`src/hdl/stc_pkg.sv`:
```
`default_nettype none
package stc_pkg;

  // Default length of each history store in samples.
  localparam int unsigned DEPTH_DEF = 4096;

  localparam int SAMP_W    = 24;
  localparam int LFO_W     = 16;
  localparam int CFG_W     = 20;
  localparam int CFG_IDX_W = 3;
  localparam int STEP_W    = 5;

  // Register indexes of the configuration port.
  localparam logic [CFG_IDX_W-1:0] CFG_ENABLE = 3'd0;
  localparam logic [CFG_IDX_W-1:0] CFG_MIX    = 3'd1;
  localparam logic [CFG_IDX_W-1:0] CFG_BASE   = 3'd2;
  localparam logic [CFG_IDX_W-1:0] CFG_EXC    = 3'd3;
  localparam logic [CFG_IDX_W-1:0] CFG_TONE   = 3'd4;
  localparam logic [CFG_IDX_W-1:0] CFG_GAIN_A = 3'd5;
  localparam logic [CFG_IDX_W-1:0] CFG_GAIN_B = 3'd6;
  localparam logic [CFG_IDX_W-1:0] CFG_NORM   = 3'd7;

  // 0.70 and 0.65 in Q0.16.
  localparam logic [15:0] K070 = 16'd45875;
  localparam logic [15:0] K065 = 16'd42598;

  // Sequencer steps, counted from the accepting edge.
  localparam logic [STEP_W-1:0] STEP_RD_A0 = 5'd7;
  localparam logic [STEP_W-1:0] STEP_RD_A1 = 5'd8;
  localparam logic [STEP_W-1:0] STEP_RD_A2 = 5'd9;
  localparam logic [STEP_W-1:0] STEP_RD_A3 = 5'd10;
  localparam logic [STEP_W-1:0] STEP_RD_B0 = 5'd11;
  localparam logic [STEP_W-1:0] STEP_RD_B1 = 5'd12;
  localparam logic [STEP_W-1:0] STEP_TONE  = 5'd21;
  localparam logic [STEP_W-1:0] STEP_DONE  = 5'd26;

  typedef enum logic {
    ST_IDLE,
    ST_RUN
  } state_t;

  // Strobes from the sequencer to the channel datapaths.
  typedef struct packed {
    logic              wr_en;
    logic              byp;
    logic              res_ld;
    logic              tone_ld;
    logic [STEP_W-1:0] step;
  } ctl_t;

  typedef struct packed {
    logic        enable;
    logic [16:0] mix;
    logic [19:0] base;
    logic [18:0] exc;
    logic [15:0] tone;
    logic [15:0] gain_a;
    logic [15:0] gain_b;
    logic [15:0] norm;
  } cfg_t;

endpackage
`default_nettype wire

```
`src/hdl/stc_ctrl.sv`:
```
`default_nettype none
module stc_ctrl #(
  parameter int unsigned DEPTH = stc_pkg::DEPTH_DEF,
  parameter int unsigned AW    = $clog2(DEPTH)
) (
  input  wire logic          clk,
  input  wire logic          rst_n,
  input  wire logic          enable,
  input  wire logic          in_valid,
  output logic               in_stall,
  output logic               out_valid,
  input  wire logic          out_stall,
  output stc_pkg::ctl_t      ctl,
  output logic [AW-1:0]      wpos,
  output logic [AW:0]        fill
);
  import stc_pkg::*;

  state_t            state_r, state_nxt;
  logic [STEP_W-1:0] cnt_r, cnt_nxt;
  logic [AW-1:0]     w_r, w_nxt;
  logic [AW:0]       fill_r, fill_nxt;
  logic              ov_r, ov_nxt;
  logic              accept, done;

  // Handshake: one frame in flight, output register frees the input side.
  assign in_stall  = (state_r != ST_IDLE) || (ov_r && out_stall);
  assign accept    = in_valid && !in_stall;
  assign done      = (state_r == ST_RUN) && (cnt_r == STEP_DONE) && (!ov_r || !out_stall);
  assign out_valid = ov_r;
  assign wpos      = w_r;
  assign fill      = fill_r;

  // Next state.
  always_comb begin
    state_nxt = state_r;
    case (state_r)
      ST_IDLE: if (accept && enable) state_nxt = ST_RUN;
      ST_RUN:  if (done) state_nxt = ST_IDLE;
      default: state_nxt = ST_IDLE;
    endcase
  end

  // Sequencer outputs.
  always_comb begin
    ctl.wr_en   = accept;
    ctl.byp     = accept && !enable;
    ctl.res_ld  = done;
    ctl.tone_ld = (state_r == ST_RUN) && (cnt_r == STEP_TONE);
    ctl.step    = cnt_r;
  end

  // Step counter, write position, fill count and output flag.
  always_comb begin
    cnt_nxt = cnt_r;
    if (accept) begin
      cnt_nxt = STEP_W'(1);
    end else if ((state_r == ST_RUN) && (cnt_r != STEP_DONE)) begin
      cnt_nxt = cnt_r + 1'b1;
    end
    w_nxt = w_r;
    if (ctl.byp || done) begin
      w_nxt = (w_r == AW'(DEPTH - 1)) ? '0 : w_r + 1'b1;
    end
    fill_nxt = fill_r;
    if (accept && (fill_r != (AW+1)'(DEPTH))) begin
      fill_nxt = fill_r + 1'b1;
    end
    ov_nxt = ov_r;
    if (ctl.byp || done) begin
      ov_nxt = 1'b1;
    end else if (ov_r && !out_stall) begin
      ov_nxt = 1'b0;
    end
  end

  always_ff @(posedge clk) begin
    if (!rst_n) begin
      state_r <= ST_IDLE;
      cnt_r   <= '0;
      w_r     <= '0;
      fill_r  <= '0;
      ov_r    <= 1'b0;
    end else begin
      state_r <= state_nxt;
      cnt_r   <= cnt_nxt;
      w_r     <= w_nxt;
      fill_r  <= fill_nxt;
      ov_r    <= ov_nxt;
    end
  end

endmodule
`default_nettype wire
```
`config.mk`:
```
export PLATFORM = sky130hd
export DESIGN_NAME = stc_ctrl
export DESIGN_NICKNAME = d
export VERILOG_FILES = /design/src/hdl/stc_pkg.sv /design/src/hdl/stc_ctrl.sv
export SDC_FILE = /design/constraint.sdc
export NUM_CORES = 1
export LEC_CHECK = 0
export ABC_AREA = 1
export ABC_CLOCK_PERIOD_IN_PS = 1900
export BUFFER_PORTS_ARGS = -buffer_cell sky130_fd_sc_hd__buf_4
export CAP_MARGIN = 20
export CORE_MARGIN = 2
export CORE_UTILIZATION = 32
export CTS_CLUSTER_DIAMETER = 120
export DETAILED_ROUTE_END_ITERATION = 8
export PLACE_DENSITY = 0.52
export SETUP_SLACK_MARGIN = 0.15
export SLEW_MARGIN = 20
export SYNTH_ARGS = -nofsm -noshare
export SYNTH_HDL_FRONTEND = slang
export SYNTH_SLANG_ARGS = --single-unit
```
`constraint.sdc`:
```
create_clock -name clk -period 1.9 [get_ports clk]
set_clock_uncertainty 0.05 [all_clocks]
set_input_delay 0.095 -clock clk [delete_from_list [all_inputs] [get_ports clk]]
set_output_delay 0.095 -clock clk [all_outputs]
set_load 0.02 [all_outputs]
```
==> results.sh <==
export IMPL_drt_wirelength_um=4700
export IMPL_outcome="complete, no violations"
export IMPL_post_layout_nonfiller_instances=421
export IMPL_total_number_of_vias=1913
export IMPL_number_of_distinct_standard_cells_referenced_by_the_synthesized_netlist=29
export IMPL_clk_pin_slew_ps=70
export IMPL_endpoints_failing_setup=0
export IMPL_critical_path_cell_chain="inv_1 > ha_1 > nand2_1 > nor2_1 > nand2_2 > inv_1 > buf_4"
export IMPL_drc=0
export IMPL_hold_worst_slack_ps=48.2
export IMPL_power_sequential_fraction_pct=49.0
export IMPL_synth_warning_count=0
export IMPL_power_leakage_nw=1.05
export IMPL_final_hold_viol_count=0
export IMPL_tritoncts="yes"
export IMPL_placementRows=28
export IMPL_timing_reg2reg_setup_slack_ps=320
export IMPL_ir_drop_uv=262
export IMPL_reg2regPathDepth=9
export IMPL_syn_num_nets=313
export IMPL_timing_worst_setup_path_type="reg -> out"
export IMPL_power_frac_comb_pct=12.7
export IMPL_rsz0062_at_grt="false"
export IMPL_worst_path_largest_cell_delay_ps=340
export IMPL_dpl_worst_slack_ps=240
export IMPL_min_period_over_period_pct=83.4
export IMPL_grt_max_degree=25
export IMPL_antenna_found_initial=0
export IMPL_die_h_um=83.0
export IMPL_slew_headroom_pct=56.2
export IMPL_worst_setup_path_start_kind="register"
export IMPL_drt_first_iter_violations=64
export IMPL_clkSinkCount=32
export IMPL_placed_cell_area_um2=2330
export IMPL_floorplan_die_width_um=83.0
export IMPL_worst_path_most_repeated_cell="sky130_fd_sc_hd__inv_1"
export IMPL_clock_path_buffers=2
export IMPL_synth_area_um2=2000
export IMPL_grt_pass1_wl_um=7750
export IMPL_cpMaxStageDelayCell="sky130_fd_sc_hd__dfxtp_2"
export IMPL_critical_path_endpoint_type="output port"
export IMPL_hold_path_endpoint="state_r$_SDFF_PN0_"
export IMPL_finalWorstSetupSlack_ps=316
export IMPL_initial_cell_density_of_the_core_pct=33.3
export IMPL_detail_route_wl_per_cell_um=11.2
export IMPL_hold_path_startpoint="enable"
export IMPL_clock_power_share_pct=38.3
export IMPL_worst_skew_pair_late_latency_ps=280
export IMPL_power_per_cell_area_nw_per_um2=588
export IMPL_switching_share_pct=27.6
export IMPL_timing_fmax_ghz=0.631
export IMPL_seq_area_um2=642
export IMPL_layout_nets=356
export IMPL_filler_cell_count=641
export IMPL_final_layout_size_suffix_gt1_share_pct=24.3
export IMPL_first_pass_iters=4
export IMPL_portBuffers=40
export IMPL_cts_root_buffer_type="sky130_fd_sc_hd__clkbuf_8"
export IMPL_cts_htree_levels=2
export IMPL_post_synthesis_mean_instance_area_um2=6.61
export IMPL_slew_violations=0
export IMPL_cp_top_family="simple AND/OR/NAND/NOR gates"
export IMPL_synthesis_instances=302
export IMPL_post_place_cells=412
export IMPL_placeableCoreArea_um2=5990
export IMPL_arrival_ps=1440
export IMPL_cts_hold_buffers=0
export IMPL_die_area_um2=6880
export IMPL_post_drt_via_cell_ratio=4.54
export IMPL_dpl_hpwl_um=3450
export IMPL_buf_inv_on_cp=3
export IMPL_global_route_usage_total_pct=13.5
export IMPL_critical_path_required_ps=1750
export IMPL_final_min_clock_period_ps=1580
export IMPL_gp_congestion=0.823
export IMPL_area_growth_syn_to_fin_pct=22.1
export IMPL_first_global_vias=1628
export IMPL_final_cell_area_um2=2440
export IMPL_multiInputGateArea_um2=1140
export IMPL_p_int_mw=1.04
export IMPL_cp_max_fanout=5
export IMPL_number_of_buffers_created_by_cts=5
export IMPL_max_cap_violations=0
export IMPL_worst_slew_pin_slew_ps=657
export IMPL_ys_seq_area_share_pct=32.1
export IMPL_min_delay_path_depth=3
export IMPL_reg2reg_to="wpos[5]$_SDFFE_PN0P_"
export IMPL_drt_antenna_violating_nets=0
export IMPL_hold_path_class="in -> reg"
export IMPL_timing_setup_tns_ps=0
export IMPL_grt_remaining_overflow=0
export IMPL_boundaryPins=41
export IMPL_regToRegStartpoint="cnt_r[0]$_SDFFE_PN0P_"
export IMPL_netSwitchingPower_mw=0.396
export IMPL_antenna_diode_count=0
export IMPL_number_of_storage_elements_in_the_synthesis_netlist=32
[cell usage in the layout (no fill, tap or decap), types with 2 or more instances in the layout]
master / instances
sky130_fd_sc_hd__clkbuf_8: 6
sky130_fd_sc_hd__inv_1: 33
sky130_fd_sc_hd__nand4_1: 9
sky130_fd_sc_hd__a21oi_2: 9
sky130_fd_sc_hd__buf_4: 44
sky130_fd_sc_hd__dfxtp_1: 31
sky130_fd_sc_hd__nand2_2: 11
sky130_fd_sc_hd__o21ai_0: 7
sky130_fd_sc_hd__clkinv_2: 2
sky130_fd_sc_hd__nor3_1: 3
sky130_fd_sc_hd__nand2_4: 2
sky130_fd_sc_hd__nor2_1: 44
sky130_fd_sc_hd__a21oi_1: 12
sky130_fd_sc_hd__xor2_1: 4
sky130_fd_sc_hd__nor2_2: 2
sky130_fd_sc_hd__nand2_1: 86
sky130_fd_sc_hd__inv_2: 3
sky130_fd_sc_hd__nand3_1: 20
sky130_fd_sc_hd__nand3b_1: 4
sky130_fd_sc_hd__ha_1: 6
[per-stage QoR]
| step | total power [mW] | utilization (%) |
|---|---|---|
| after detailed placement | 0.900 | 38.9 |
| after CTS | 1.45 | 40.5 |
| after global routing | 1.51 | 40.7 |
| after floorplan | 0.851 | - |
| after global placement | 0.900 | 38.9 |
| final | 1.43 | 40.7 |
[state kept, by name, indices dropped and copies added (netlist names)]
name,flops
wpos,12
state_r,1
out_valid,1
fill,13
cnt_r,5
[metal layers]
layer | GRT usage [%] | vias up | wire (um)
met4 | 3.58 | 0 | 35
met1 | 19.1 | 824 | 2380
li1 | - | 1043 | -
met2 | 20.5 | 42 | 2050
met3 | 3.48 | 4 | 226
met5 | 0 | - | 0
[layout make-up]
cell class / instances / area share (%)
clock buffer: 6 / 3.39
clock inverter: 2 / 0.411
inverter: 36 / 5.54
multi-input combinational: 226 / 46.9
sequential: 32 / 26.3
tap: 75 / 3.85
timing repair buffer: 44 / 13.6
[power groups by stage]
stage                     registers, mW  clock network [mW]  logic [mW]
final                             0.703               0.549       0.182
after global routing              0.706               0.600       0.205
after CTS                         0.703               0.569       0.183
after detailed placement          0.718                   0       0.182
after global placement            0.718                   0       0.182
after floorplan                   0.732                   0       0.118
[timing repair]
item | 4_1_cts | 5_1_grt
setup endpoints to repair | 0 | 9
buffers inserted | 0 | 0
gates resized for setup | 0 | 3
[tightest hold or removal path, delay by kind of cell]
kind	cells	cell delay, ps
simple gates	1	70
buf+inv	1	110
compound gates	1	60
[worst max-delay path by stage]
stage	startpoint	endpoint	slack (ps)	cells past startpoint
6_report	cnt_r[0]$_SDFFE_PN0P_	ctl[6]	320	7
2_1_floorplan	cnt_r[0]$_SDFFE_PN0P_	wpos[10]$_SDFFE_PN0P_	310	11
3_3_place_gp	cnt_r[0]$_SDFFE_PN0P_	wpos[9]$_SDFFE_PN0P_	310	9
4_1_cts	cnt_r[0]$_SDFFE_PN0P_	wpos[5]$_SDFFE_PN0P_	220	9
5_1_grt	cnt_r[0]$_SDFFE_PN0P_	wpos[11]$_SDFFE_PN0P_	170	9
3_5_place_dp	cnt_r[0]$_SDFFE_PN0P_	wpos[5]$_SDFFE_PN0P_	240	9
[Yosys cell counts, drive strengths merged]
cell type,n,area (um^2)
a211oi,1,7.51
a21oi,21,139
buf,8,83.8
clkbuf,1,3.75
dfxtp,32,641
ha,6,75.1
inv,36,135
nand2,98,405
nand3,20,100
nand3b,4,30.0
nand4,9,56.3
nor2,47,186
nor3,5,41.3
nor3b,1,7.51
o21ai,7,35.0
o21bai,1,7.51
or2,1,6.26
xor2,4,35.0
[kinds of logic (layout without fill, tap and decap cells)]
group           after synthesis  count (layout)  share of synthesized area, %
fa+ha+maj                     6               6                          3.76
compound gates               30              30                          9.47
buf+inv                      45              88                          11.2
xor+xnor                      4               4                          1.76
flops                        32              32                          32.1
simple gates                185             186                          41.8
No activity file was read; power rests on OpenSTA's default activity.
